===== src/sv/ripemd128_hash_macros.svh =====
// Assertion macros shared by the RIPEMD-128 engine RTL.
// Depends on clk_i and rst_ni being visible where a macro is used.
`ifndef RIPEMD128_HASH_MACROS_SVH
`define RIPEMD128_HASH_MACROS_SVH

// Same-cycle implication, disabled during reset.
`define RMD_ASSERT_NOW(lbl, ante, cons, msg) \
  lbl: assert property (@(posedge clk_i) disable iff (!rst_ni) (ante) |-> (cons)) \
    else $error(msg);

// Next-cycle implication, disabled during reset.
`define RMD_ASSERT_NEXT(lbl, ante, cons, msg) \
  lbl: assert property (@(posedge clk_i) disable iff (!rst_ni) (ante) |=> (cons)) \
    else $error(msg);

`endif


===== src/sv/rmd128_pkg.sv =====
// Shared types, constants and round functions of the RIPEMD-128 engine.
// No dependencies.
package rmd128_pkg;

  localparam int unsigned BufWords = 16;
  localparam int unsigned BufAw    = 4;

  localparam logic MODE_ABSORB = 1'b0;
  localparam logic MODE_FINISH = 1'b1;

  typedef logic [3:0][31:0] cv_t;

  // Control from the sequencer to the compression unit.
  typedef struct packed {
    logic start;    // begin one compression over the buffer
    logic iv_load;  // return the chaining value to the initial values
  } core_ctl_t;

  localparam cv_t IV = {32'h10325476, 32'h98BADCFE, 32'hEFCDAB89, 32'h67452301};

  localparam logic [3:0] SEL_L [64] = '{
    4'd0, 4'd1, 4'd2, 4'd3, 4'd4, 4'd5, 4'd6, 4'd7,
    4'd8, 4'd9, 4'd10, 4'd11, 4'd12, 4'd13, 4'd14, 4'd15,
    4'd7, 4'd4, 4'd13, 4'd1, 4'd10, 4'd6, 4'd15, 4'd3,
    4'd12, 4'd0, 4'd9, 4'd5, 4'd2, 4'd14, 4'd11, 4'd8,
    4'd3, 4'd10, 4'd14, 4'd4, 4'd9, 4'd15, 4'd8, 4'd1,
    4'd2, 4'd7, 4'd0, 4'd6, 4'd13, 4'd11, 4'd5, 4'd12,
    4'd1, 4'd9, 4'd11, 4'd10, 4'd0, 4'd8, 4'd12, 4'd4,
    4'd13, 4'd3, 4'd7, 4'd15, 4'd14, 4'd5, 4'd6, 4'd2};

  localparam logic [3:0] SEL_R [64] = '{
    4'd5, 4'd14, 4'd7, 4'd0, 4'd9, 4'd2, 4'd11, 4'd4,
    4'd13, 4'd6, 4'd15, 4'd8, 4'd1, 4'd10, 4'd3, 4'd12,
    4'd6, 4'd11, 4'd3, 4'd7, 4'd0, 4'd13, 4'd5, 4'd10,
    4'd14, 4'd15, 4'd8, 4'd12, 4'd4, 4'd9, 4'd1, 4'd2,
    4'd15, 4'd5, 4'd1, 4'd3, 4'd7, 4'd14, 4'd6, 4'd9,
    4'd11, 4'd8, 4'd12, 4'd2, 4'd10, 4'd0, 4'd4, 4'd13,
    4'd8, 4'd6, 4'd4, 4'd1, 4'd3, 4'd11, 4'd15, 4'd0,
    4'd5, 4'd12, 4'd2, 4'd13, 4'd9, 4'd7, 4'd10, 4'd14};

  localparam logic [3:0] ROT_L [64] = '{
    4'd11, 4'd14, 4'd15, 4'd12, 4'd5, 4'd8, 4'd7, 4'd9,
    4'd11, 4'd13, 4'd14, 4'd15, 4'd6, 4'd7, 4'd9, 4'd8,
    4'd7, 4'd6, 4'd8, 4'd13, 4'd11, 4'd9, 4'd7, 4'd15,
    4'd7, 4'd12, 4'd15, 4'd9, 4'd11, 4'd7, 4'd13, 4'd12,
    4'd11, 4'd13, 4'd6, 4'd7, 4'd14, 4'd9, 4'd13, 4'd15,
    4'd14, 4'd8, 4'd13, 4'd6, 4'd5, 4'd12, 4'd7, 4'd5,
    4'd11, 4'd12, 4'd14, 4'd15, 4'd14, 4'd15, 4'd9, 4'd8,
    4'd9, 4'd14, 4'd5, 4'd6, 4'd8, 4'd6, 4'd5, 4'd12};

  localparam logic [3:0] ROT_R [64] = '{
    4'd8, 4'd9, 4'd9, 4'd11, 4'd13, 4'd15, 4'd15, 4'd5,
    4'd7, 4'd7, 4'd8, 4'd11, 4'd14, 4'd14, 4'd12, 4'd6,
    4'd9, 4'd13, 4'd15, 4'd7, 4'd12, 4'd8, 4'd9, 4'd11,
    4'd7, 4'd7, 4'd12, 4'd7, 4'd6, 4'd15, 4'd13, 4'd11,
    4'd9, 4'd7, 4'd15, 4'd11, 4'd8, 4'd6, 4'd6, 4'd14,
    4'd12, 4'd13, 4'd5, 4'd14, 4'd13, 4'd13, 4'd7, 4'd5,
    4'd15, 4'd5, 4'd8, 4'd11, 4'd14, 4'd14, 4'd6, 4'd14,
    4'd6, 4'd9, 4'd12, 4'd9, 4'd12, 4'd5, 4'd15, 4'd8};

  localparam logic [31:0] K_L [4] = '{32'h00000000, 32'h5A827999, 32'h6ED9EBA1, 32'h8F1BBCDC};
  localparam logic [31:0] K_R [4] = '{32'h50A28BE6, 32'h5C4DD124, 32'h6D703EF3, 32'h00000000};

  function automatic logic [31:0] mix(input logic [1:0] kind, input logic [31:0] x,
                                      input logic [31:0] y, input logic [31:0] z);
    logic [31:0] r;
    unique case (kind)
      2'd0: r = x ^ y ^ z;
      2'd1: r = (x & y) | (~x & z);
      2'd2: r = (x | ~y) ^ z;
      default: r = (x & z) | (y & ~z);
    endcase
    return r;
  endfunction

  function automatic logic [31:0] rotl(input logic [31:0] v, input logic [3:0] s);
    logic [63:0] w;
    w = {v, v} << s;
    return w[63:32];
  endfunction

endpackage


===== src/sv/rmd128_ram.sv =====
// Generic synchronous RAM: one write port, two registered read ports.
// No dependencies.
module rmd128_ram #(
  parameter int unsigned Width = 32,
  parameter int unsigned Depth = 16
) (
  input  logic                     clk_i,
  input  logic                     we_i,
  input  logic [$clog2(Depth)-1:0] waddr_i,
  input  logic [Width-1:0]         wdata_i,
  input  logic [$clog2(Depth)-1:0] raddr0_i,
  output logic [Width-1:0]         rdata0_o,
  input  logic [$clog2(Depth)-1:0] raddr1_i,
  output logic [Width-1:0]         rdata1_o
);

  logic [Width-1:0] mem_q [Depth];

  always_ff @(posedge clk_i) begin
    if (we_i) begin
      mem_q[waddr_i] <= wdata_i;
    end
    rdata0_o <= mem_q[raddr0_i];
    rdata1_o <= mem_q[raddr1_i];
  end

endmodule


===== src/sv/rmd128_core.sv =====
// RIPEMD-128 compression unit: one dual-line step per cycle, chaining value.
// Depends on rmd128_pkg and reads the message buffer through two RAM read ports.
`include "ripemd128_hash_macros.svh"
module rmd128_core (
  input  logic                       clk_i,
  input  logic                       rst_ni,
  input  rmd128_pkg::core_ctl_t      ctl_i,
  output logic [rmd128_pkg::BufAw-1:0] raddr_l_o,
  output logic [rmd128_pkg::BufAw-1:0] raddr_r_o,
  input  logic [31:0]                rdata_l_i,
  input  logic [31:0]                rdata_r_i,
  output logic                       done_o,
  output rmd128_pkg::cv_t            cv_o
);
  import rmd128_pkg::*;

  typedef enum logic [1:0] {C_IDLE, C_RUN, C_FOLD} core_state_e;

  core_state_e state_q;
  logic [6:0]  k_q;
  cv_t         cv_q;
  logic [31:0] a_q, b_q, c_q, d_q, ar_q, br_q, cr_q, dr_q;

  logic [5:0]  step;
  logic [1:0]  rnd;
  logic [31:0] tl, tr, nb, nbr;

  // Issue the word addresses a step ahead, so the registered RAM read lands with the step that uses them.
  assign raddr_l_o = SEL_L[k_q[5:0]];
  assign raddr_r_o = SEL_R[k_q[5:0]];

  assign step = k_q[5:0] - 6'd1;
  assign rnd  = step[5:4];

  always_comb begin
    tl  = a_q + mix(rnd, b_q, c_q, d_q) + rdata_l_i + K_L[rnd];
    nb  = rotl(tl, ROT_L[step]);
    tr  = ar_q + mix(2'd3 - rnd, br_q, cr_q, dr_q) + rdata_r_i + K_R[rnd];
    nbr = rotl(tr, ROT_R[step]);
  end

  assign cv_o = cv_q;

  always_ff @(posedge clk_i or negedge rst_ni) begin
    if (!rst_ni) begin
      state_q <= C_IDLE;
      k_q     <= '0;
      cv_q    <= IV;
      done_o  <= 1'b0;
      a_q     <= '0;
      b_q     <= '0;
      c_q     <= '0;
      d_q     <= '0;
      ar_q    <= '0;
      br_q    <= '0;
      cr_q    <= '0;
      dr_q    <= '0;
    end else begin
      done_o <= 1'b0;
      unique case (state_q)
        C_IDLE: begin
          if (ctl_i.iv_load) begin
            cv_q <= IV;
          end
          if (ctl_i.start) begin
            a_q  <= cv_q[0]; b_q  <= cv_q[1]; c_q  <= cv_q[2]; d_q  <= cv_q[3];
            ar_q <= cv_q[0]; br_q <= cv_q[1]; cr_q <= cv_q[2]; dr_q <= cv_q[3];
            k_q     <= '0;
            state_q <= C_RUN;
          end
        end
        C_RUN: begin
          if (k_q != 7'd0) begin
            a_q  <= d_q;  d_q  <= c_q;  c_q  <= b_q;  b_q  <= nb;
            ar_q <= dr_q; dr_q <= cr_q; cr_q <= br_q; br_q <= nbr;
          end
          if (k_q == 7'd64) begin
            state_q <= C_FOLD;
          end else begin
            k_q <= k_q + 7'd1;
          end
        end
        C_FOLD: begin
          cv_q[0] <= cv_q[1] + c_q + dr_q;
          cv_q[1] <= cv_q[2] + d_q + ar_q;
          cv_q[2] <= cv_q[3] + a_q + br_q;
          cv_q[3] <= cv_q[0] + b_q + cr_q;
          done_o  <= 1'b1;
          state_q <= C_IDLE;
        end
        default: state_q <= C_IDLE;
      endcase
    end
  end

  `RMD_ASSERT_NOW(a_start_idle, ctl_i.start, state_q == C_IDLE, "start while compressing")
  `RMD_ASSERT_NEXT(a_run_end, (state_q == C_RUN) && (k_q == 7'd64), state_q == C_FOLD,
                   "step counter overran")
  `RMD_ASSERT_NOW(a_done_idle, done_o, (state_q == C_IDLE) && !ctl_i.start,
                  "done raised while busy")

endmodule


===== src/sv/ripemd128_hash.sv =====
// RIPEMD-128 streaming engine, top level. Absorb item: one byte; the 64th byte of a
// block adds one compression, during which no input is taken.
// Finish item: padding words written into the buffer, one or two compressions,
// then four digest items at one per cycle as the output side takes them.
// One item at a time; the compression unit runs one step per cycle.
// Reset loads the initial chaining value and clears the byte count; no clearing pass.
`include "ripemd128_hash_macros.svh"
module ripemd128_hash (
  input  logic        clk_i,
  input  logic        rst_ni,
  // Input items
  input  logic        s_axis_tvalid,
  output logic        s_axis_tready,
  input  logic [7:0]  s_axis_tdata,   // [7:0] data_byte
  input  logic        s_axis_tuser,   // [0] mode
  // Digest items
  output logic        m_axis_tvalid,
  input  logic        m_axis_tready,
  output logic [31:0] m_axis_tdata,   // [31:0] digest_word
  output logic [1:0]  m_axis_tuser,   // [1:0] word_index
  output logic        m_axis_tlast    // last
);
  import rmd128_pkg::*;

  typedef enum logic [2:0] {S_IDLE, S_PAD, S_FILL, S_WAIT, S_EMIT} top_state_e;

  top_state_e  state_q;
  logic [63:0] count_q;     // bytes absorbed, modulo 2^64
  logic [23:0] coll_q;      // lower bytes of the word being gathered
  logic [3:0]  wp_q;        // fill pointer for padding words
  logic        fin_q;       // compression belongs to a finish
  logic        two_q;       // padding needs an extra block
  logic [1:0]  idx_q;       // digest word on the output

  logic [5:0]  pos;
  logic [63:0] bits;
  logic        s_acc, m_acc;

  logic        we;
  logic [BufAw-1:0] waddr;
  logic [31:0] wdata;
  logic [31:0] pad_word, fill_word;

  core_ctl_t   ctl;
  logic [BufAw-1:0] raddr_l, raddr_r;
  logic [31:0] rdata_l, rdata_r;
  logic        core_done;
  cv_t         cv;

  assign pos   = count_q[5:0];
  assign bits  = {count_q[60:0], 3'b000};
  assign s_acc = s_axis_tvalid && s_axis_tready;
  assign m_acc = m_axis_tvalid && m_axis_tready;

  assign s_axis_tready = (state_q == S_IDLE);
  assign m_axis_tvalid = (state_q == S_EMIT);
  assign m_axis_tdata  = cv[idx_q];
  assign m_axis_tuser  = idx_q;
  assign m_axis_tlast  = (idx_q == 2'd3);

  // Padded word: gathered bytes below the position, 0x80 at it, zeros above.
  always_comb begin
    logic [31:0] lo;
    lo = {8'h00, coll_q};
    for (int b = 0; b < 4; b++) begin
      if (b < int'(pos[1:0])) begin
        pad_word[b*8 +: 8] = lo[b*8 +: 8];
      end else if (b == int'(pos[1:0])) begin
        pad_word[b*8 +: 8] = 8'h80;
      end else begin
        pad_word[b*8 +: 8] = 8'h00;
      end
    end
  end

  // Zero words, with the bit length in the last two words of the final block.
  always_comb begin
    priority if (!two_q && wp_q == 4'd14) begin
      fill_word = bits[31:0];
    end else if (!two_q && wp_q == 4'd15) begin
      fill_word = bits[63:32];
    end else begin
      fill_word = '0;
    end
  end

  // Buffer write port and compression control.
  always_comb begin
    we          = 1'b0;
    waddr       = pos[5:2];
    wdata       = {s_axis_tdata, coll_q};
    ctl.start   = 1'b0;
    ctl.iv_load = 1'b0;
    unique case (state_q)
      S_IDLE: begin
        if (s_acc && s_axis_tuser == MODE_ABSORB) begin
          we        = (pos[1:0] == 2'd3);
          ctl.start = (pos == 6'd63);
        end
      end
      S_PAD: begin
        we        = 1'b1;
        wdata     = pad_word;
        ctl.start = (pos[5:2] == 4'd15);
      end
      S_FILL: begin
        we        = 1'b1;
        waddr     = wp_q;
        wdata     = fill_word;
        ctl.start = (wp_q == 4'd15);
      end
      S_WAIT: ;
      S_EMIT: ctl.iv_load = m_acc && (idx_q == 2'd3);
      default: ;
    endcase
  end

  always_ff @(posedge clk_i or negedge rst_ni) begin
    if (!rst_ni) begin
      state_q <= S_IDLE;
      count_q <= '0;
      coll_q  <= '0;
      wp_q    <= '0;
      fin_q   <= 1'b0;
      two_q   <= 1'b0;
      idx_q   <= '0;
    end else begin
      unique case (state_q)
        S_IDLE: begin
          if (s_acc) begin
            if (s_axis_tuser == MODE_ABSORB) begin
              // Gather the byte; a full word goes to the buffer.
              unique case (pos[1:0])
                2'd0: coll_q[7:0]   <= s_axis_tdata;
                2'd1: coll_q[15:8]  <= s_axis_tdata;
                2'd2: coll_q[23:16] <= s_axis_tdata;
                default: ;
              endcase
              count_q <= count_q + 64'd1;
              if (pos == 6'd63) begin
                fin_q   <= 1'b0;
                state_q <= S_WAIT;
              end
            end else begin
              fin_q   <= 1'b1;
              two_q   <= (pos >= 6'd56);
              state_q <= S_PAD;
            end
          end
        end
        S_PAD: begin
          if (pos[5:2] == 4'd15) begin
            state_q <= S_WAIT;
          end else begin
            wp_q    <= pos[5:2] + 4'd1;
            state_q <= S_FILL;
          end
        end
        S_FILL: begin
          if (wp_q == 4'd15) begin
            state_q <= S_WAIT;
          end else begin
            wp_q <= wp_q + 4'd1;
          end
        end
        S_WAIT: begin
          if (core_done) begin
            priority if (!fin_q) begin
              state_q <= S_IDLE;
            end else if (two_q) begin
              // Overflow block done: fill a block of zeros and the length.
              two_q   <= 1'b0;
              wp_q    <= '0;
              state_q <= S_FILL;
            end else begin
              idx_q   <= '0;
              state_q <= S_EMIT;
            end
          end
        end
        S_EMIT: begin
          if (m_acc) begin
            idx_q <= idx_q + 2'd1;
            if (idx_q == 2'd3) begin
              count_q <= '0;
              fin_q   <= 1'b0;
              state_q <= S_IDLE;
            end
          end
        end
        default: state_q <= S_IDLE;
      endcase
    end
  end

  rmd128_ram #(
    .Width(32),
    .Depth(BufWords)
  ) u_buf (
    .clk_i   (clk_i),
    .we_i    (we),
    .waddr_i (waddr),
    .wdata_i (wdata),
    .raddr0_i(raddr_l),
    .rdata0_o(rdata_l),
    .raddr1_i(raddr_r),
    .rdata1_o(rdata_r)
  );

  rmd128_core u_core (
    .clk_i    (clk_i),
    .rst_ni   (rst_ni),
    .ctl_i    (ctl),
    .raddr_l_o(raddr_l),
    .raddr_r_o(raddr_r),
    .rdata_l_i(rdata_l),
    .rdata_r_i(rdata_r),
    .done_o   (core_done),
    .cv_o     (cv)
  );

  `RMD_ASSERT_NOW(a_no_write_in_comp, state_q == S_WAIT, !we,
                  "buffer written while compression reads it")
  `RMD_ASSERT_NOW(a_sides_apart, m_axis_tvalid, !s_axis_tready,
                  "input taken while digest pending")
  `RMD_ASSERT_NEXT(a_count_cleared, m_acc && m_axis_tlast,
                   (count_q == 64'd0) && (state_q == S_IDLE), "message state not restarted")

endmodule


===== config.mk =====
export PLATFORM = sky130hd
export DESIGN_NAME = ripemd128_hash
export DESIGN_NICKNAME = d
export VERILOG_FILES = /design/src/sv/rmd128_pkg.sv /design/src/sv/rmd128_ram.sv /design/src/sv/rmd128_core.sv /design/src/sv/ripemd128_hash.sv
export VERILOG_INCLUDE_DIRS = /design/src /design/src/sv
export SDC_FILE = /design/constraint.sdc
export NUM_CORES = 2
export LEC_CHECK = 0
export CAP_MARGIN = 15
export CORE_MARGIN = 1
export CORE_UTILIZATION = 30
export CTS_CLUSTER_SIZE = 28
export DETAILED_ROUTE_END_ITERATION = 6
export DONT_BUFFER_PORTS = 1
export PLACE_DENSITY_LB_ADDON = 0.05
export SYNTH_ARGS = -nofsm -noshare
export SYNTH_HDL_FRONTEND = slang
export SYNTH_SLANG_ARGS = --single-unit

===== constraint.sdc =====
create_clock -name clk_i -period 9.5 [get_ports clk_i]
set_clock_uncertainty 0.05 [all_clocks]
set_input_delay 0.95 -clock clk_i [delete_from_list [all_inputs] [get_ports clk_i]]
set_output_delay 0.95 -clock clk_i [all_outputs]
set_load 0.1 [all_outputs]

# After elaboration in Yosys (flattened, before gate mapping)
# Memories as Yosys holds them, arrays and structs flattened. A register that Yosys moved wholly into a read port is not among the register bits.
# Cells that the tools add are included.
# W data, S select, Z words.
# totals
regBits	493
mem_bits_rw	512
rom_bits	1024
in_bits	13
output_inout_bits	37
mem_count	5
# classes
addsub	21
magnitude_cmp	8
eq_ne	40
n_shift	2
mux	103
bitwise_logic	30
reduce_logical	34
# mem_list
name	depth	word_bits	rd	rd_clocked_by_memory_dff	wr	line_no	text
u_buf.mem_q	16	32	2	2	1	rmd128_ram.sv:17	logic [Width-1:0] mem_q [Depth];
(name not given)	64	4	1	0	0	rmd128_core.sv:39	nbr = rotl(tr, ROT_R[step]);
(name not given)	64	4	1	0	0	rmd128_core.sv:37	nb = rotl(tl, ROT_L[step]);
(name not given)	64	4	1	0	0	rmd128_core.sv:29	assign raddr_l_o = SEL_L[k_q[5:0]];
(name not given)	64	4	1	0	0	rmd128_core.sv:30	assign raddr_r_o = SEL_R[k_q[5:0]];
# op_table
operator	count
$mux W32	19
$pmux W32 S2	9
$add A32 B32 Y32	14
$and A32 B32 Y32	8
$mux W64	4
$pmux W128 S2	1
$bmux W32 S2	3
$not A32 Y32	6
$or A32 B32 Y32	6
$pmux W32 S3	2
$xor A32 B32 Y32	6
$mux W128	1
$pmux W64 S2	1
$shl A64 B4 Y64	2
$add A64 B1 Y64 const B	1
$mux W4	14
$mux W8	7
$mux W3	9
$ne A2 B2 Y1 const B	10
$reduce_and A5 Y1	4
$mux W1	16
$pmux W3 S5	1
$ge A7 B7 Y1 const B	2
$mux W7	2
other kinds (43)	90

# Longest topological paths before layout
# depth
ltp_word	10
mapped_depth	30
mapped_depth_nobuf	26

# Cells and area by module
# A second synthesis with hierarchy kept.
# hier_totals
hier_cells	6672
area_unflattened_um2	71413.5
# by_module_without_submodules
module	n_inst	cells_per_inst	area_each_um2	seq_area_each_um2
rmd128_core	1	4857	40715.3	9939.5
rmd128_ram	1	1141	24188.2	16656.0
ripemd128_hash	1	674	6510.0	2402.3

# Worst setup path before layout
# OpenSTA, ideal clock, no wires.
# synth_timing
kind	register -> register
start	reg u_core.k_q[1]
end	reg u_core.b_q[8]
setup_time_ps	77
arrival_time_ps	7173
slack_ps	2199
stages_incl_launch_ff	28
path_buffers	7
period_less_slack_ps	7301
path_cell_list	dfrtp_1 buf_2 buf_2 inv_1 ha_1 or3b_1 xnor2_4 buf_4 buf_2 clkbuf_1 buf_1 nand2_1 fa_1 fa_1 inv_1 ha_1 clkbuf_1 a21oi_1 o211ai_1 a221o_1 or4_1 o21a_1 o221ai_1 xor2_1 mux2_2 a31o_1 a211o_1 a21oi_1
# synth_via
elab_chain_cells	9
elab_cells_between_ends	22
cone_classes	add/sub: 4; eq/ne: 3; shift: 1; mux: 8; bitwise: 2; reduce/logical: 3; memory: 1
# synth_lines
element	line_no	text
start: declaration	rmd128_core.sv:20	logic [6:0] k_q;
start signal: assignment	rmd128_core.sv:80	k_q <= k_q + 7'd1;
$sub A6 B1 Y6	rmd128_core.sv:32	assign step = k_q[5:0] - 6'd1;
$eq A2 B2 Y1 (tied with other cells)	rmd128_pkg.sv:67	unique case (kind)
$pmux W32 S3 or $bmux W32 S2 (tied branches)	rmd128_pkg.sv:67, rmd128_core.sv:36	
$add A32 B32 Y32 or $mux W32 (tied branches) (2 in series)	rmd128_core.sv:36	tl = a_q + mix(rnd, b_q, c_q, d_q) + rdata_l_i + K_L[rnd];
$add A32 B32 Y32	rmd128_core.sv:36	
$shl A64 B4 Y64	rmd128_pkg.sv:78	w = {v, v} << s;
$mux W32	rmd128_core.sv:73	if (k_q != 7'd0) begin
$pmux W32 S2	rmd128_core.sv:60	unique case (state_q)
end signal: assignment	rmd128_core.sv:66	a_q <= cv_q[0]; b_q <= cv_q[1]; c_q <= cv_q[2]; d_q <= cv_q[3];
end signal: assignment	rmd128_core.sv:74	a_q <= d_q; d_q <= c_q; c_q <= b_q; b_q <= nb;
end: declaration	rmd128_core.sv:22	logic [31:0] a_q, b_q, c_q, d_q, ar_q, br_q, cr_q, dr_q;
# Several ways; a longest one is shown, not always the timed one. The select of a mux whose other input is x is not followed.
# A chain may end at the register's enable or synchronous reset.

# Worst setup path after layout
# layout_timing
start	reg u_core.k_q[3]
end	reg u_core.b_q[25]
# Same word-level chain as after synthesis.

==> results.toml <==
[status]
outcome = "finished with violations"
failed_checks = "design-rule violations"

[clock_tree]
clock-sinks = 1066
cts_tree = "built"
cts_htree_levels = 4
cts_root_buffer = "clkbuf_16"
post_cts_resize_count = 0
clk_pin_slew_worst_paths_ns = 0.06
cts_inserted_buffers = 139
cts_post_setup_buffers_inserted = 0
clock_path_buffers = 3
hold_buffers = 3
worst_skew_late_latency_ns = 0.81

[critical_path]
critPathSlowestCell = "o221ai_1"
startpoint = "u_core.k_q[3]$_DFFE_PN0P_"
critical_path.n_buffers_inverters = 3
timing.rr.start = "u_core.k_q[3]$_DFFE_PN0P_"
worst-endpoint-required_ns = 10.08
critPathArrivalTime_ns = 8.84
launching_element_type_of_the_critical_path = "flop"
top_fanout_value_on_the_critical_path = 55
crit_chain = "or4_4, or3_1, nand2_8, buf_12, mux2i_1, xnor2_1, o21ai_0, fa_1, inv_1, fa_1, inv_1, ha_1, a21oi_1, o211ai_1, a221o_1, or4_1, o21a_1, o211ai_1, o221ai_1, mux2_2, o221ai_1, a21oi_1"
timing.critical_path.slowest_cell_delay_ns = 0.72
critPathKind = "flop to flop"
endpoint_type_of_the_worst_setup_path = "flop"
worst_path_dominant_cell_family = "compound AO/OA/AOI/OAI gates"

[route]
dr.first_iter.drc_count = 4101
num_vias = 55700
firstDrtPassIters = 7
met2WireLength_mm = 145
met3WireLength_mm = 10.4
route.antenna.remaining_nets = 0
drc_errors = 15
wl_per_cell_um = 28.9
post_drt_via_cell_ratio = 5.49
wirelength_met1_mm = 129
dr.max_layer_used = "met5"
drt-total-wl_mm = 293

[logic_synthesis]
async_reset_ff_frac = 0.460
most_frequently_used_flop_master_after_synthesis = "edfxtp_1"
synth_nets = 7565
synth_cells = 7035
synth_area_per_cell_sq_um = 10.2
yosys_warnings = 0
yosys-top-cells-area = "edfxtp_1 21%, dfrtp_1 15%, fa_1 6.1%, ha_1 5.2%, mux4_2 5.2%"
synth-seq-cells = 1066
synthDominantCellAreaShare = 0.214
synth_sequential_area_ratio = 0.403
synth_cell_type_count = 102
synth-edff-count = 512
synth.largest_area_cell = "edfxtp_1"
area_of_the_mapped_netlist_sq_um = 71900

[timing]
fin_worst_hold_slack_ns = 0.175
grt_setup_unrepaired = "false"
setup_total_negative_slack_ns = 0
timing.final.crit_share = 0.869
final_period_minus_worst_setup_slack_ns = 8.26
timing.final.setup_violations = 0
maxSlewHeadroom = 0.0356
hold_violations = 0
clock.fmax_ghz = 0.121
final_max_slew_viol_count = 0
worstMarginPinSlew_ns = 1.45

[global_route]
antenna_violations_before_repair = 8
globalRoute.totalOverflow = 0
grt_first_pass_wirelength_mm = 421
track_usage = 0.240
vias_in_the_first_global_route = 56300
grt_start_max_net_pins = 312

[place]
port_buffers = 0
gp_congestion = 0.917
placedInstanceArea_sq_um = 75700
detailedPlacementHpwl_mm = 206

[cells_and_area]
final_area_sq_um = 80300
layout.cells.most_common_list = "714 x nand2_1, 595 x a21oi_1, 512 x edfxtp_1, 421 x dfrtp_1, 410 x o21ai_0"
syn_to_final_growth_pct = 11.7
layout-drive-gt1-share = 0.103
fillerInstances = 24100
final_net_count = 7408
mostFrequentLayoutCell = "nand2_1"

[min_path]
hold_path_class = "input port to asynchronous set/reset pin"

[floorplanning]
die-area_sq_um = 242000
fp.dieW_um = 492
pin_count = 50
start_util = 0.302
design.core.area_sq_um = 238000
die-height_um = 492
rows = 179

[power_and_ir_drop]
leakagePower_uw = 0.0307
ir_worst_vdd_mv = 0.135
cellPowerDensity_nw_per_um2 = 126

[job]
max_cap_violations = 0
registers in the layout (all words and copies together), names as in the netlist, 2 cells and up:
name	count
u_buf.mem_q	512
u_core.cv_o	128
count_q	61
u_buf.rdata0_o	32
u_buf.rdata1_o	32
u_core.a_q	32
u_core.ar_q	32
u_core.b_q	32
u_core.br_q	32
u_core.c_q	32
u_core.cr_q	32
u_core.d_q	32
u_core.dr_q	32
coll_q	24
u_core.k_q	7
wp_q	4
state_q	3
m_axis_tuser	2
u_core.state_q	2
kinds of logic after synthesis:
family          after synthesis  share of synthesized area
compound gates             2099                      0.187
simple gates               1713                      0.111
flops                      1066                      0.403
buf+inv                     789                     0.0432
fa+ha+maj                   517                      0.113
mux                         489                     0.0978
xor+xnor                    362                     0.0446
metal layers:
metal | up-vias | global-route usage
met1 | 28700 | 0.315
met2 | 1224 | 0.415
met5 | - | 0
li1 | 25500 | -
met4 | 2 | 0.0688
met3 | 321 | 0.0265
power breakdown:
part / internal (uW) / switching, uW
sequential: 4810 / 0
combinational: 9.12 / 62.6
clock: 3010 / 2260
Yosys cell counts, types with 155 or more instances:
| master | count |
|---|---|
| a211oi_1 | 282 |
| a21oi_1 | 598 |
| and2_1 | 223 |
| clkbuf_1 | 338 |
| dfrtp_1 | 426 |
| edfxtp_1 | 512 |
| fa_1 | 218 |
| ha_1 | 299 |
| inv_1 | 334 |
| mux2i_1 | 268 |
| mux4_2 | 165 |
| nand2_1 | 714 |
| nor2_1 | 333 |
| o21ai_0 | 430 |
| xnor2_1 | 205 |
| xor2_1 | 155 |
final cells by class:
class,instances,area [sq um],share of cell area
Antenna cell,6,15.0,0.000187
Inverter,340,1280,0.0159
Timing Repair Buffer,151,1430,0.0177
Tap cell,3167,3960,0.0493
Clock inverter,64,673,0.00838
Multi-Input combinational cell,5180,40100,0.500
Sequential cell,1066,29000,0.361
Clock buffer,188,3810,0.0475
per-stage QoR:
step           utilization  instances  power [uW]  setup slack, ns
2_1_floorplan            -       7035        4910             2.20
3_3_place_gp         0.318       9896        4920             1.38
3_5_place_dp         0.318       9897        4920             1.39
4_1_cts              0.337      10200       10300             1.34
5_1_grt              0.337      10200       10500             1.01
6_report             0.337      10200       10200             1.24
path summary, 6_finish.rpt:
kind	end	slack (ns)	cells after the start
worst max-delay path	u_core.b_q[25]$_DFFE_PN0P_	1.24	22
worst min-delay path	u_core.b_q[25]$_DFFE_PN0P_	0.17	1
worst max register to register	u_core.b_q[25]$_DFFE_PN0P_	1.24	22
worst min register to register	coll_q[20]$_DFFE_PN0P_	0.46	1
max in group asynchronous	u_core.cv_o[88]$_DFFE_PN0P_	6.95	4
min in group clk_i	coll_q[21]$_DFFE_PN0P_	0.24	1
No activity file was read; power rests on OpenSTA's default activity.
